## src/rtl/smbpec_pkg.sv

```systemverilog
// Shared types, codes and the CRC-8 helper of the SMBus word master with PEC.
// No dependencies; every other file but the checker imports this package.
package smbpec_pkg;

  localparam int unsigned PHASE_W   = 10;
  localparam int unsigned RETRY_W   = 8;
  localparam int unsigned CFG_IDX_W = 8;
  localparam int unsigned CFG_DAT_W = 10;

  localparam logic [CFG_IDX_W-1:0] CFG_PHASE_TICKS = CFG_IDX_W'(0);
  localparam logic [CFG_IDX_W-1:0] CFG_RETRY_LIMIT = CFG_IDX_W'(1);

  localparam logic [PHASE_W-1:0] PHASE_TICKS_RST = PHASE_W'(20);
  localparam logic [RETRY_W-1:0] RETRY_LIMIT_RST = RETRY_W'(254);

  localparam logic [7:0] CRC_POLY = 8'h07;

  typedef enum logic [1:0] {
    CMD_TICK  = 2'd0,
    CMD_READ  = 2'd1,
    CMD_WRITE = 2'd2,
    CMD_RSVD  = 2'd3
  } cmd_e;

  typedef enum logic [4:0] {
    PH_IDLE     = 5'd0,
    PH_STOP0    = 5'd1,
    PH_STOP1    = 5'd2,
    PH_STOP2    = 5'd3,
    PH_START0   = 5'd4,
    PH_START1   = 5'd5,
    PH_TXLOW    = 5'd6,
    PH_TXHIGH   = 5'd7,
    PH_ACKLOW   = 5'd8,
    PH_ACKHIGH  = 5'd9,
    PH_RXLOW    = 5'd10,
    PH_RXHIGH   = 5'd11,
    PH_MACKLOW  = 5'd12,
    PH_MACKHIGH = 5'd13,
    PH_RSTART   = 5'd14,
    PH_END0     = 5'd15,
    PH_END1     = 5'd16,
    PH_END2     = 5'd17
  } phase_e;

  typedef enum logic [1:0] {
    FIN_NONE = 2'd0,
    FIN_OK   = 2'd1,
    FIN_FAIL = 2'd2
  } fin_e;

  typedef struct packed {
    logic [1:0] cmd;
    logic [6:0] slave_addr;
    logic [7:0] register_code;
    logic [7:0] write_low;
    logic [7:0] write_high;
    logic       sda_in;
  } item_t;

  typedef struct packed {
    logic        scl_out;
    logic        sda_out;
    logic        busy_res;
    logic        done_res;
    logic        failed;
    logic [15:0] read_word;
  } result_t;

  // effective settings, zero already mapped to one
  typedef struct packed {
    logic [PHASE_W-1:0] phase_ticks;
    logic [RETRY_W-1:0] retry_limit;
  } cfg_t;

  // SMBus PEC: CRC-8, poly x^8+x^2+x+1, MSB first
  function automatic logic [7:0] crc8_upd(input logic [7:0] crc, input logic [7:0] b);
    logic [7:0] c;
    c = crc ^ b;
    for (int i = 0; i < 8; i++) begin
      c = c[7] ? ({c[6:0], 1'b0} ^ CRC_POLY) : {c[6:0], 1'b0};
    end
    return c;
  endfunction

endpackage

```

## src/rtl/smbpec_if.sv

```systemverilog
// Valid/ready channel interfaces: tick words in, result words out, config writes.
// Depends on smbpec_pkg.
interface smbpec_in_if import smbpec_pkg::*; ();
  logic       valid;
  logic       ready;
  logic [1:0] cmd;
  logic [6:0] slave_addr;
  logic [7:0] register_code;
  logic [7:0] write_low;
  logic [7:0] write_high;
  logic       sda_in;

  modport source (output valid, cmd, slave_addr, register_code, write_low, write_high,
                  sda_in, input ready);
  modport sink   (input valid, cmd, slave_addr, register_code, write_low, write_high,
                  sda_in, output ready);
endinterface

interface smbpec_out_if import smbpec_pkg::*; ();
  logic        valid;
  logic        ready;
  logic        scl_out;
  logic        sda_out;
  logic        busy_res;
  logic        done_res;
  logic        failed;
  logic [15:0] read_word;

  modport source (output valid, scl_out, sda_out, busy_res, done_res, failed, read_word,
                  input ready);
  modport sink   (input valid, scl_out, sda_out, busy_res, done_res, failed, read_word,
                  output ready);
endinterface

interface smbpec_cfg_if import smbpec_pkg::*; ();
  logic                 valid;
  logic                 ready;
  logic [CFG_IDX_W-1:0] index;
  logic [CFG_DAT_W-1:0] data;

  modport source (output valid, index, data, input ready);
  modport sink   (input valid, index, data, output ready);
endinterface

```

## src/rtl/smbpec_cfg.sv

```systemverilog
// Configuration registers (phase length, retry limit) with zero mapped to one.
// Depends on smbpec_pkg.
module smbpec_cfg import smbpec_pkg::*; (
  input  logic                 clk_i,
  input  logic                 rst_ni,
  input  logic                 wr_i,
  input  logic [CFG_IDX_W-1:0] index_i,
  input  logic [CFG_DAT_W-1:0] data_i,
  output cfg_t                 cfg_o
);

  logic [PHASE_W-1:0] phase_q;
  logic [RETRY_W-1:0] retry_q;

  always_ff @(posedge clk_i or negedge rst_ni) begin
    if (!rst_ni) begin
      phase_q <= PHASE_TICKS_RST;
      retry_q <= RETRY_LIMIT_RST;
    end else if (wr_i) begin
      if (index_i == CFG_PHASE_TICKS) phase_q <= data_i[PHASE_W-1:0];
      if (index_i == CFG_RETRY_LIMIT) retry_q <= data_i[RETRY_W-1:0];
    end
  end

  assign cfg_o.phase_ticks = (phase_q == '0) ? PHASE_W'(1) : phase_q;
  assign cfg_o.retry_limit = (retry_q == '0) ? RETRY_W'(1) : retry_q;

endmodule

```

## src/rtl/smbpec_core.sv

```systemverilog
// Bus sequencer state and its one-tick update; result is combinational from
// the next state. Depends on smbpec_pkg.
module smbpec_core import smbpec_pkg::*; (
  input  logic    clk_i,
  input  logic    rst_ni,
  input  logic    step_i,
  input  item_t   item_i,
  input  cfg_t    cfg_i,
  output result_t res_o
);

  phase_e             ph_q, ph_d;
  logic [PHASE_W-1:0] tk_q, tk_d;
  logic [3:0]         bc_q, bc_d;
  logic [7:0]         sb_q, sb_d;
  logic [7:0]         crc_q, crc_d;
  logic [RETRY_W-1:0] att_q, att_d;
  logic [7:0]         code_q, code_d;
  logic [7:0]         lo_q, lo_d;
  logic [7:0]         hi_q, hi_d;
  logic [6:0]         addr_q, addr_d;
  logic               rd_q, rd_d;
  logic               ff_q, ff_d;
  logic [15:0]        dw_q, dw_d;
  logic [2:0]         bi_q, bi_d;

  fin_e       fin;
  logic       do_adv, do_load, do_fail, fail_end;
  logic [7:0] tx_byte;
  logic       tx_pec;
  logic [7:0] rx_byte;

  always_ff @(posedge clk_i or negedge rst_ni) begin
    if (!rst_ni) begin
      ph_q   <= PH_IDLE;
      tk_q   <= '0;
      bc_q   <= '0;
      sb_q   <= '0;
      crc_q  <= '0;
      att_q  <= '0;
      code_q <= '0;
      lo_q   <= '0;
      hi_q   <= '0;
      addr_q <= '0;
      rd_q   <= 1'b0;
      ff_q   <= 1'b0;
      dw_q   <= '0;
      bi_q   <= '0;
    end else if (step_i) begin
      ph_q   <= ph_d;
      tk_q   <= tk_d;
      bc_q   <= bc_d;
      sb_q   <= sb_d;
      crc_q  <= crc_d;
      att_q  <= att_d;
      code_q <= code_d;
      lo_q   <= lo_d;
      hi_q   <= hi_d;
      addr_q <= addr_d;
      rd_q   <= rd_d;
      ff_q   <= ff_d;
      dw_q   <= dw_d;
      bi_q   <= bi_d;
    end
  end

  always_comb begin
    ph_d     = ph_q;
    tk_d     = tk_q;
    bc_d     = bc_q;
    sb_d     = sb_q;
    crc_d    = crc_q;
    att_d    = att_q;
    code_d   = code_q;
    lo_d     = lo_q;
    hi_d     = hi_q;
    addr_d   = addr_q;
    rd_d     = rd_q;
    ff_d     = ff_q;
    dw_d     = dw_q;
    bi_d     = bi_q;
    fin      = FIN_NONE;
    do_adv   = 1'b0;
    do_load  = 1'b0;
    do_fail  = 1'b0;
    fail_end = 1'b0;
    tx_byte  = '0;
    tx_pec   = 1'b0;
    rx_byte  = '0;

    // tick counter / request latch
    if (ph_q == PH_IDLE) begin
      if (item_i.cmd == CMD_READ || item_i.cmd == CMD_WRITE) begin
        code_d = item_i.register_code;
        lo_d   = item_i.write_low;
        hi_d   = item_i.write_high;
        addr_d = item_i.slave_addr;
        rd_d   = (item_i.cmd == CMD_READ);
        ff_d   = 1'b0;
        att_d  = cfg_i.retry_limit;
        crc_d  = '0;
        bi_d   = '0;
        bc_d   = '0;
        sb_d   = '0;
        tk_d   = '0;
        ph_d   = PH_STOP0;
        do_adv = (cfg_i.phase_ticks == PHASE_W'(1));
      end
    end else if ({1'b0, tk_q} + (PHASE_W+1)'(1) < {1'b0, cfg_i.phase_ticks}) begin
      tk_d = tk_q + PHASE_W'(1);
    end else begin
      tk_d   = '0;
      do_adv = 1'b1;
    end

    if (do_adv) begin
      case (ph_d)
        PH_STOP0:  ph_d = PH_STOP1;
        PH_STOP1:  ph_d = PH_STOP2;
        PH_STOP2:  ph_d = PH_START0;
        PH_START0: ph_d = PH_START1;
        PH_START1: do_load = 1'b1;
        PH_TXLOW:  ph_d = PH_TXHIGH;
        PH_TXHIGH: begin
          sb_d = {sb_d[6:0], 1'b0};
          bc_d = bc_d + 4'd1;
          ph_d = (bc_d >= 4'd8) ? PH_ACKLOW : PH_TXLOW;
        end
        PH_ACKLOW: ph_d = PH_ACKHIGH;
        PH_ACKHIGH: begin
          if (item_i.sda_in) begin
            do_fail = 1'b1;
          end else if (rd_d) begin
            if (bi_d == 3'd0) begin
              bi_d    = 3'd1;
              do_load = 1'b1;
            end else if (bi_d == 3'd1) begin
              bi_d = 3'd2;
              ph_d = PH_RSTART;
            end else begin
              bi_d = 3'd3;
              sb_d = '0;
              bc_d = '0;
              ph_d = PH_RXLOW;
            end
          end else if (bi_d >= 3'd4) begin
            ph_d = PH_END0;
          end else begin
            bi_d    = bi_d + 3'd1;
            do_load = 1'b1;
          end
        end
        PH_RSTART: ph_d = PH_START0;
        PH_RXLOW:  ph_d = PH_RXHIGH;
        PH_RXHIGH: begin
          rx_byte = {sb_d[6:0], item_i.sda_in};
          sb_d    = rx_byte;
          bc_d    = bc_d + 4'd1;
          if (bc_d >= 4'd8) begin
            // data bytes feed the CRC; the PEC byte itself does not
            if (bi_d == 3'd3) begin
              lo_d  = rx_byte;
              crc_d = crc8_upd(crc_d, rx_byte);
            end else if (bi_d == 3'd4) begin
              hi_d  = rx_byte;
              crc_d = crc8_upd(crc_d, rx_byte);
            end
            ph_d = PH_MACKLOW;
          end else begin
            ph_d = PH_RXLOW;
          end
        end
        PH_MACKLOW: ph_d = PH_MACKHIGH;
        PH_MACKHIGH: begin
          if (bi_d < 3'd5) begin
            bi_d = bi_d + 3'd1;
            sb_d = '0;
            bc_d = '0;
            ph_d = PH_RXLOW;
          end else begin
            ph_d = PH_END0;
          end
        end
        PH_END0: ph_d = PH_END1;
        PH_END1: ph_d = PH_END2;
        PH_END2: begin
          if (ff_d) begin
            fin = FIN_FAIL;
          end else if (rd_d && (sb_d != crc_d)) begin
            do_fail  = 1'b1;
            fail_end = 1'b1;
          end else begin
            if (rd_d) dw_d = {hi_d, lo_d};
            fin = FIN_OK;
          end
        end
        default: ph_d = PH_IDLE;
      endcase

      // next byte to send
      if (do_load) begin
        case (bi_d)
          3'd0:    tx_byte = {addr_d, 1'b0};
          3'd1:    tx_byte = code_d;
          3'd2:    tx_byte = rd_d ? {addr_d, 1'b1} : lo_d;
          3'd3:    tx_byte = hi_d;
          default: begin
            tx_byte = crc_d;
            tx_pec  = 1'b1;
          end
        endcase
        sb_d = tx_byte;
        if (!tx_pec) crc_d = crc8_upd(crc_d, tx_byte);
        bc_d = '0;
        ph_d = PH_TXLOW;
      end

      // NACK or PEC mismatch: retry or give up
      if (do_fail) begin
        if (att_d <= RETRY_W'(1)) begin
          att_d = '0;
          if (fail_end) begin
            fin = FIN_FAIL;
          end else begin
            ff_d = 1'b1;
            ph_d = PH_END0;
          end
        end else begin
          att_d = att_d - RETRY_W'(1);
          crc_d = '0;
          bi_d  = '0;
          ph_d  = PH_STOP0;
        end
      end

      if (fin != FIN_NONE) ph_d = PH_IDLE;
    end
  end

  // bus drive after this tick
  always_comb begin
    res_o.scl_out = 1'b1;
    res_o.sda_out = 1'b1;
    case (ph_d)
      PH_STOP0, PH_END0: begin
        res_o.scl_out = 1'b0;
        res_o.sda_out = 1'b0;
      end
      PH_STOP1, PH_END1, PH_START1: begin
        res_o.scl_out = 1'b1;
        res_o.sda_out = 1'b0;
      end
      PH_TXLOW: begin
        res_o.scl_out = 1'b0;
        res_o.sda_out = sb_d[7];
      end
      PH_TXHIGH: begin
        res_o.scl_out = 1'b1;
        res_o.sda_out = sb_d[7];
      end
      PH_ACKLOW, PH_RXLOW, PH_RSTART: begin
        res_o.scl_out = 1'b0;
        res_o.sda_out = 1'b1;
      end
      PH_MACKLOW: begin
        res_o.scl_out = 1'b0;
        res_o.sda_out = (bi_d >= 3'd5);
      end
      PH_MACKHIGH: begin
        res_o.scl_out = 1'b1;
        res_o.sda_out = (bi_d >= 3'd5);
      end
      default: begin
        res_o.scl_out = 1'b1;
        res_o.sda_out = 1'b1;
      end
    endcase
    res_o.busy_res  = (ph_d != PH_IDLE);
    res_o.done_res  = (fin != FIN_NONE);
    res_o.failed    = (fin == FIN_FAIL);
    res_o.read_word = dw_d;
  end

endmodule

```

## src/rtl/smbus_word_master_pec_unit.sv

```systemverilog
// Path: a tick word passes through the input register, then the result
//   register. Throughput: one word per cycle while the output is not stalled.
// The rate is set by the sequencer state update, done once per word between
//   the input register and the result register.
// Reset (rst_ni low, async): sequencer idle, phase_ticks 20,
//   retry_limit 254, both registers empty.
module smbus_word_master_pec_unit import smbpec_pkg::*; (
  input  logic         clk_i,
  input  logic         rst_ni,
  smbpec_in_if.sink    in_i,
  smbpec_out_if.source out_o,
  smbpec_cfg_if.sink   cfg_i
);

  // input register
  logic  in_vld_q;
  item_t in_q;
  // result register
  logic    out_vld_q;
  result_t out_q;

  logic    fire;     // word moves from input reg through the sequencer
  cfg_t    cfg;
  result_t res;

  // Advance whenever the result register is empty or being drained, so a
  // word at the output that is being drained does not block the next one from entering.
  assign fire       = in_vld_q && (!out_vld_q || out_o.ready);
  assign in_i.ready = !in_vld_q || fire;

  always_ff @(posedge clk_i or negedge rst_ni) begin
    if (!rst_ni) begin
      in_vld_q <= 1'b0;
    end else if (in_i.ready) begin
      in_vld_q <= in_i.valid;
    end
  end

  always_ff @(posedge clk_i) begin
    if (in_i.ready && in_i.valid) begin
      in_q.cmd           <= in_i.cmd;
      in_q.slave_addr    <= in_i.slave_addr;
      in_q.register_code <= in_i.register_code;
      in_q.write_low     <= in_i.write_low;
      in_q.write_high    <= in_i.write_high;
      in_q.sda_in        <= in_i.sda_in;
    end
  end

  // config writes are to land only while idle; the block does not enforce this and is always ready
  assign cfg_i.ready = 1'b1;

  smbpec_cfg u_cfg (
    .clk_i   (clk_i),
    .rst_ni  (rst_ni),
    .wr_i    (cfg_i.valid),
    .index_i (cfg_i.index),
    .data_i  (cfg_i.data),
    .cfg_o   (cfg)
  );

  // sequencer state only moves on a fired word
  smbpec_core u_core (
    .clk_i  (clk_i),
    .rst_ni (rst_ni),
    .step_i (fire),
    .item_i (in_q),
    .cfg_i  (cfg),
    .res_o  (res)
  );

  always_ff @(posedge clk_i or negedge rst_ni) begin
    if (!rst_ni) begin
      out_vld_q <= 1'b0;
    end else if (fire) begin
      out_vld_q <= 1'b1;
    end else if (out_o.ready) begin
      out_vld_q <= 1'b0;
    end
  end

  always_ff @(posedge clk_i) begin
    if (fire) out_q <= res;
  end

  assign out_o.valid     = out_vld_q;
  assign out_o.scl_out   = out_q.scl_out;
  assign out_o.sda_out   = out_q.sda_out;
  assign out_o.busy_res  = out_q.busy_res;
  assign out_o.done_res  = out_q.done_res;
  assign out_o.failed    = out_q.failed;
  assign out_o.read_word = out_q.read_word;

endmodule

```

## src/flat_wrapper.sv

```systemverilog
// flat-port wrapper written by rule: the top's interface ports become plain ports
module smbus_word_master_pec_unit_flat import smbpec_pkg::*;
  (clk_i, rst_ni, in_i_valid, in_i_cmd, in_i_slave_addr, in_i_register_code, in_i_write_low, in_i_write_high, in_i_sda_in, in_i_ready, out_o_valid, out_o_scl_out, out_o_sda_out, out_o_busy_res, out_o_done_res, out_o_failed, out_o_read_word, out_o_ready, cfg_i_valid, cfg_i_index, cfg_i_data, cfg_i_ready);
  smbpec_in_if in_i_i ();
  smbpec_out_if out_o_i ();
  smbpec_cfg_if cfg_i_i ();
  input  logic clk_i;
  input  logic rst_ni;
  input wire logic [$bits(in_i_i.valid)-1:0] in_i_valid;
  input wire logic [$bits(in_i_i.cmd)-1:0] in_i_cmd;
  input wire logic [$bits(in_i_i.slave_addr)-1:0] in_i_slave_addr;
  input wire logic [$bits(in_i_i.register_code)-1:0] in_i_register_code;
  input wire logic [$bits(in_i_i.write_low)-1:0] in_i_write_low;
  input wire logic [$bits(in_i_i.write_high)-1:0] in_i_write_high;
  input wire logic [$bits(in_i_i.sda_in)-1:0] in_i_sda_in;
  output wire logic [$bits(in_i_i.ready)-1:0] in_i_ready;
  output wire logic [$bits(out_o_i.valid)-1:0] out_o_valid;
  output wire logic [$bits(out_o_i.scl_out)-1:0] out_o_scl_out;
  output wire logic [$bits(out_o_i.sda_out)-1:0] out_o_sda_out;
  output wire logic [$bits(out_o_i.busy_res)-1:0] out_o_busy_res;
  output wire logic [$bits(out_o_i.done_res)-1:0] out_o_done_res;
  output wire logic [$bits(out_o_i.failed)-1:0] out_o_failed;
  output wire logic [$bits(out_o_i.read_word)-1:0] out_o_read_word;
  input wire logic [$bits(out_o_i.ready)-1:0] out_o_ready;
  input wire logic [$bits(cfg_i_i.valid)-1:0] cfg_i_valid;
  input wire logic [$bits(cfg_i_i.index)-1:0] cfg_i_index;
  input wire logic [$bits(cfg_i_i.data)-1:0] cfg_i_data;
  output wire logic [$bits(cfg_i_i.ready)-1:0] cfg_i_ready;
  assign in_i_i.valid = in_i_valid;
  assign in_i_i.cmd = in_i_cmd;
  assign in_i_i.slave_addr = in_i_slave_addr;
  assign in_i_i.register_code = in_i_register_code;
  assign in_i_i.write_low = in_i_write_low;
  assign in_i_i.write_high = in_i_write_high;
  assign in_i_i.sda_in = in_i_sda_in;
  assign in_i_ready = in_i_i.ready;
  assign out_o_valid = out_o_i.valid;
  assign out_o_scl_out = out_o_i.scl_out;
  assign out_o_sda_out = out_o_i.sda_out;
  assign out_o_busy_res = out_o_i.busy_res;
  assign out_o_done_res = out_o_i.done_res;
  assign out_o_failed = out_o_i.failed;
  assign out_o_read_word = out_o_i.read_word;
  assign out_o_i.ready = out_o_ready;
  assign cfg_i_i.valid = cfg_i_valid;
  assign cfg_i_i.index = cfg_i_index;
  assign cfg_i_i.data = cfg_i_data;
  assign cfg_i_ready = cfg_i_i.ready;
  smbus_word_master_pec_unit u_core (.clk_i(clk_i), .rst_ni(rst_ni), .in_i(in_i_i), .out_o(out_o_i), .cfg_i(cfg_i_i));
endmodule
```

## config.mk

```make
export PLATFORM = sky130hd
export DESIGN_NAME = smbus_word_master_pec_unit_flat
export DESIGN_NICKNAME = d
export VERILOG_FILES = /design/src/rtl/smbpec_pkg.sv /design/src/rtl/smbpec_if.sv /design/src/rtl/smbpec_cfg.sv /design/src/rtl/smbpec_core.sv /design/src/rtl/smbus_word_master_pec_unit.sv /design/src/flat_wrapper.sv
export SDC_FILE = /design/constraint.sdc
export NUM_CORES = 1
export LEC_CHECK = 0
export BUFFER_PORTS_ARGS = -buffer_cell sky130_fd_sc_hd__buf_2
export CAP_MARGIN = 40
export CELL_PAD_IN_SITES_DETAIL_PLACEMENT = 0
export CELL_PAD_IN_SITES_GLOBAL_PLACEMENT = 1
export CORE_ASPECT_RATIO = 1.75
export CORE_MARGIN = 5
export CORE_UTILIZATION = 25
export DETAILED_ROUTE_END_ITERATION = 10
export PLACE_DENSITY = 0.54
export SKIP_LAST_GASP = 1
export SYNTH_ARGS = -nofsm -noshare
export SYNTH_HDL_FRONTEND = slang
export SYNTH_SLANG_ARGS = --single-unit
```

## constraint.sdc

```tcl
create_clock -name clk_i -period 5.4 [get_ports clk_i]
set_input_delay 0.27 -clock clk_i [delete_from_list [all_inputs] [get_ports clk_i]]
set_output_delay 0.27 -clock clk_i [all_outputs]
set_load 0.01 [all_outputs]
```

==> metrics.txt <==
number of synthesis warnings=0; Most used DFF post-synth=dfrtp_1; Die Span X=164 µm; CTS Buf Count=17; drt total wl=around 37 mm; hpwl dp=about 28 mm; peak supply drop=222 µV; Net Sw Frac=37.6%; Worst Path Max Fanout=7; Reg power frac=38.8%; postcts setup bufs=0; initial antenna violation count=0; clock network fraction of total power=30.1%; combinational power share=a little under a third; Initial Util=25.1%; max_cap viols=0; Most common cell on crit path=ha_1; worst hold slack=47.9 ps; initial drt markers=498; skew final=18.3 ps; post-synthesis sequential area ratio=43.6%; worst setup path class=reg2reg; final worst path period share=94.1%; Worst setup EP type=flop; vias in the first global route=9227; Syn Nets=about 1200; unrepaired setup endpoints after global routing=false; max incr delay on CP=640 ps; Max Clock Freq=197 MHz; DR pass1 iterations=5; CTS Root Cell=clkbuf_16; setup_tns=0 ps; max_slew headroom=44.5%; largest net degree at the start of global routing=54; num rows=99; number of synthesized register bits=170; HP Class=in2reg; largest area contributor in the netlist=dfrtp_1; GPL Wtd Cong=just over 0.9; GRT Resource Usage Total=16.4%; area of the core=0.0415 mm²; WL/cell=20.9 µm; DR vias/cell=4.93; critical path cell sequence=ha_1 -> nor4_4 -> nand2_4 -> nand2_2 -> inv_2 -> ha_1 -> ha_1 -> or4_1 -> o21ai_0 -> o211ai_1 -> a22oi_1 -> mux2i_1 -> o211ai_1 -> xor3_1 -> nor2_1 -> xnor2_1 -> o21ai_1; I/O pin total=81; first-pass GRT wire length=56.6 mm; H-tree levels=4; Die H=between 200 and 300 µm; WP data required=5720 ps; Yosys top cell area share=25.5%; area grow syn2layout=20.2%; vias post-DR=8772; Layout fillers=4391; Internal Power=0.00275 W; status=completed; clk buf depth=2; switching power=roughly 0.0017 W; fraction of registers with async set/reset=67.6%; Final setup viols=0; Port Buffers=79; post-cts sizing count=0; CP Data Arrival Time=5400 ps; grt ovf=0; die area=between 0.04 and 0.05 mm²; Least-Margin Pin Slew=823 ps; CTS tree=yes; Fin. Hold Viols=0; clk sinks=between 150 and 200; EDFF count, synth=55; Pwr per Cell Area=about 350 mW/mm²; Final Net Count=1287; final critical-path required period=approximately 5100 ps; most area-consuming cells after synthesis=dfrtp_1 25%, edfxtp_1 16%, nand2_1 6.5%, o21ai_0 4.0%, mux2i_1 3.4%; fin. max-slew vios=0; Netlist Area Pre-Place=about 0.010 mm²; Mapped Cells=1109; Unique masters post-synth=just over 90; crit path launch type=flop; worst skew pair latency=460 ps; Reg clk slew, reported paths=around 80 ps; Post-CTS Hold Buffers=37; Pleak=5.36 nW; Avg Inst Size Synth=9.39 µm²; DR DRC count=0; share of post-route cells with drive strength above 1=18.5%; Slowest cell on crit path=o21ai_0; antenna viol nets, final=0; Diodes inserted=0
-- critical path, delay by kind of cell (launching register included) --
kind	cells	cell delay (ps)
muxes	1	230
and+or+nand+nor	5	1420
DFF	1	370
adders and majority gates	3	860
buffers and inverters	1	90
AOI/OAI and AO/OA	5	1460
xor gates and xnor gates	2	520
-- sequential cells by signal, summed over array words and instances, names as in the netlist, 8 cells and up --
signal and flops:
u_core.u_core.dw_q 16, u_core.out_o.read_word 16, u_core.u_core.hi_q 8, u_core.u_core.att_q 8, u_core.u_core.sb_q 8, u_core.u_core.code_q 8
u_core.u_core.lo_q 8, u_core.u_core.crc_q 8, u_core.u_core.tk_q 10, u_core.in_q 34, u_core.u_cfg.retry_q 8, u_core.u_cfg.phase_q 10
-- final timing paths --
| check | startpoint | endpoint | slack [ps] | cells past startpoint |
|---|---|---|---|---|
| hold reg to reg | u_core.u_core.dw_q[6] | u_core.u_core.dw_q[6] | 470 | 2 |
| max in group asynchronous | rst_ni | u_core.u_core.crc_q[5] | 3800 | 4 |
| setup reg to reg | u_core.in_q[32] | u_core.u_core.crc_q[4] | 320 | 17 |
| setup / recovery | u_core.in_q[32] | u_core.u_core.crc_q[4] | 320 | 17 |
| hold / removal | cfg_i_data[4] | u_core.u_cfg.phase_q[4] | 50 | 3 |
| min in group asynchronous | rst_ni | u_core.u_cfg.retry_q[0] | 410 | 2 |
-- cells in the mapped netlist, types with 4 or more instances --
master    count
nor3_1       23
nor2b_1       9
dfrtp_1     106
or4_1         4
nor4_1        6
nand2_1     181
clkbuf_1     42
nand4_1      14
o21ai_0      83
xor2_1       26
a31oi_1      11
a21o_1        9
buf_2        12
o21a_1        5
a211o_1       6
a21oi_1      43
nand2b_1     16
ha_1         19
buf_1        10
a22oi_1      16
o31a_1        6
o211ai_1     12
xnor2_1      27
o21ai_1       7
a31o_2        4
mux2i_1      35
nor2_1       72
o31ai_1       5
a22o_1        9
o22ai_1      12
inv_1        29
nand3_1      37
mux2_2       29
dfstp_2       9
and2_1       12
and3_1       10
a211oi_1      6
edfxtp_1     55
-- cells in the final DEF (no fill, tap or decap), drive strengths merged, types with 35 or more instances in the layout --
master	synthesis	routed
nand2	185	185
nor2	75	75
nand3	39	39
inv	31	38
buf	27	116
a21oi	45	45
dlygate4sd3	0	37
dfrtp	106	106
o21ai	92	92
edfxtp	55	55
mux2i	35	35
-- metrics by stage --
stage	setup slack [ps]	cell area, µm²	std cells	util [%]	total power, W
2_1_floorplan	388	10400	1109	-	0.00259
3_3_place_gp	407	11400	1703	27.5	0.00308
3_5_place_dp	386	11500	1710	27.8	0.00309
4_1_cts	364	12500	1779	30.2	0.00447
5_1_grt	130	12500	1779	30.2	0.00464
6_report	320	12500	1779	30.2	0.00440
-- layer usage --
metal	up-vias	global-route usage [%]	routed length, µm	share of wire (%)
li1	4205	-	-	-
met1	4318	16.5	13200	35
met2	170	31.7	21100	57
met3	79	2.11	853	2.3
met4	0	9.41	2110	5.7
met5	-	0	0	0
-- cell families after synthesis --
group                      Yosys count  synth area share, %
xor gates and xnor gates            62                 6.30
and+or+nand+nor                    417                 19.2
AOI/OAI and AO/OA                  275                 17.9
other                                1               0.0360
adders and majority gates           19                 2.28
DFF                                170                 43.6
buffers and inverters              101                 4.09
muxes                               64                 6.50
-- final cells by class --
type | instances | area [µm²] | area share [%]
inverters | 31 | 116 | 0.930
clock buffers | 17 | 425 | 3.40
repair buffers | 153 | 1090 | 8.72
flip-flops and latches | 170 | 4540 | 36.3
multi-input cells | 838 | 5450 | 43.5
well taps | 555 | 694 | 5.55
clock inverters | 15 | 198 | 1.58
-- power by group through the flow --
stage / Clock (W) / Combinational [W] / Sequential [W]
2_1_floorplan: 0 / 0.000947 / 0.00164
3_3_place_gp: 0 / 0.00135 / 0.00173
3_5_place_dp: 0 / 0.00136 / 0.00173
4_1_cts: 0.00138 / 0.00139 / 0.00170
5_1_grt: 0.00141 / 0.00150 / 0.00172
6_report: 0.00132 / 0.00137 / 0.00170
(Power assumes the default switching activity.)
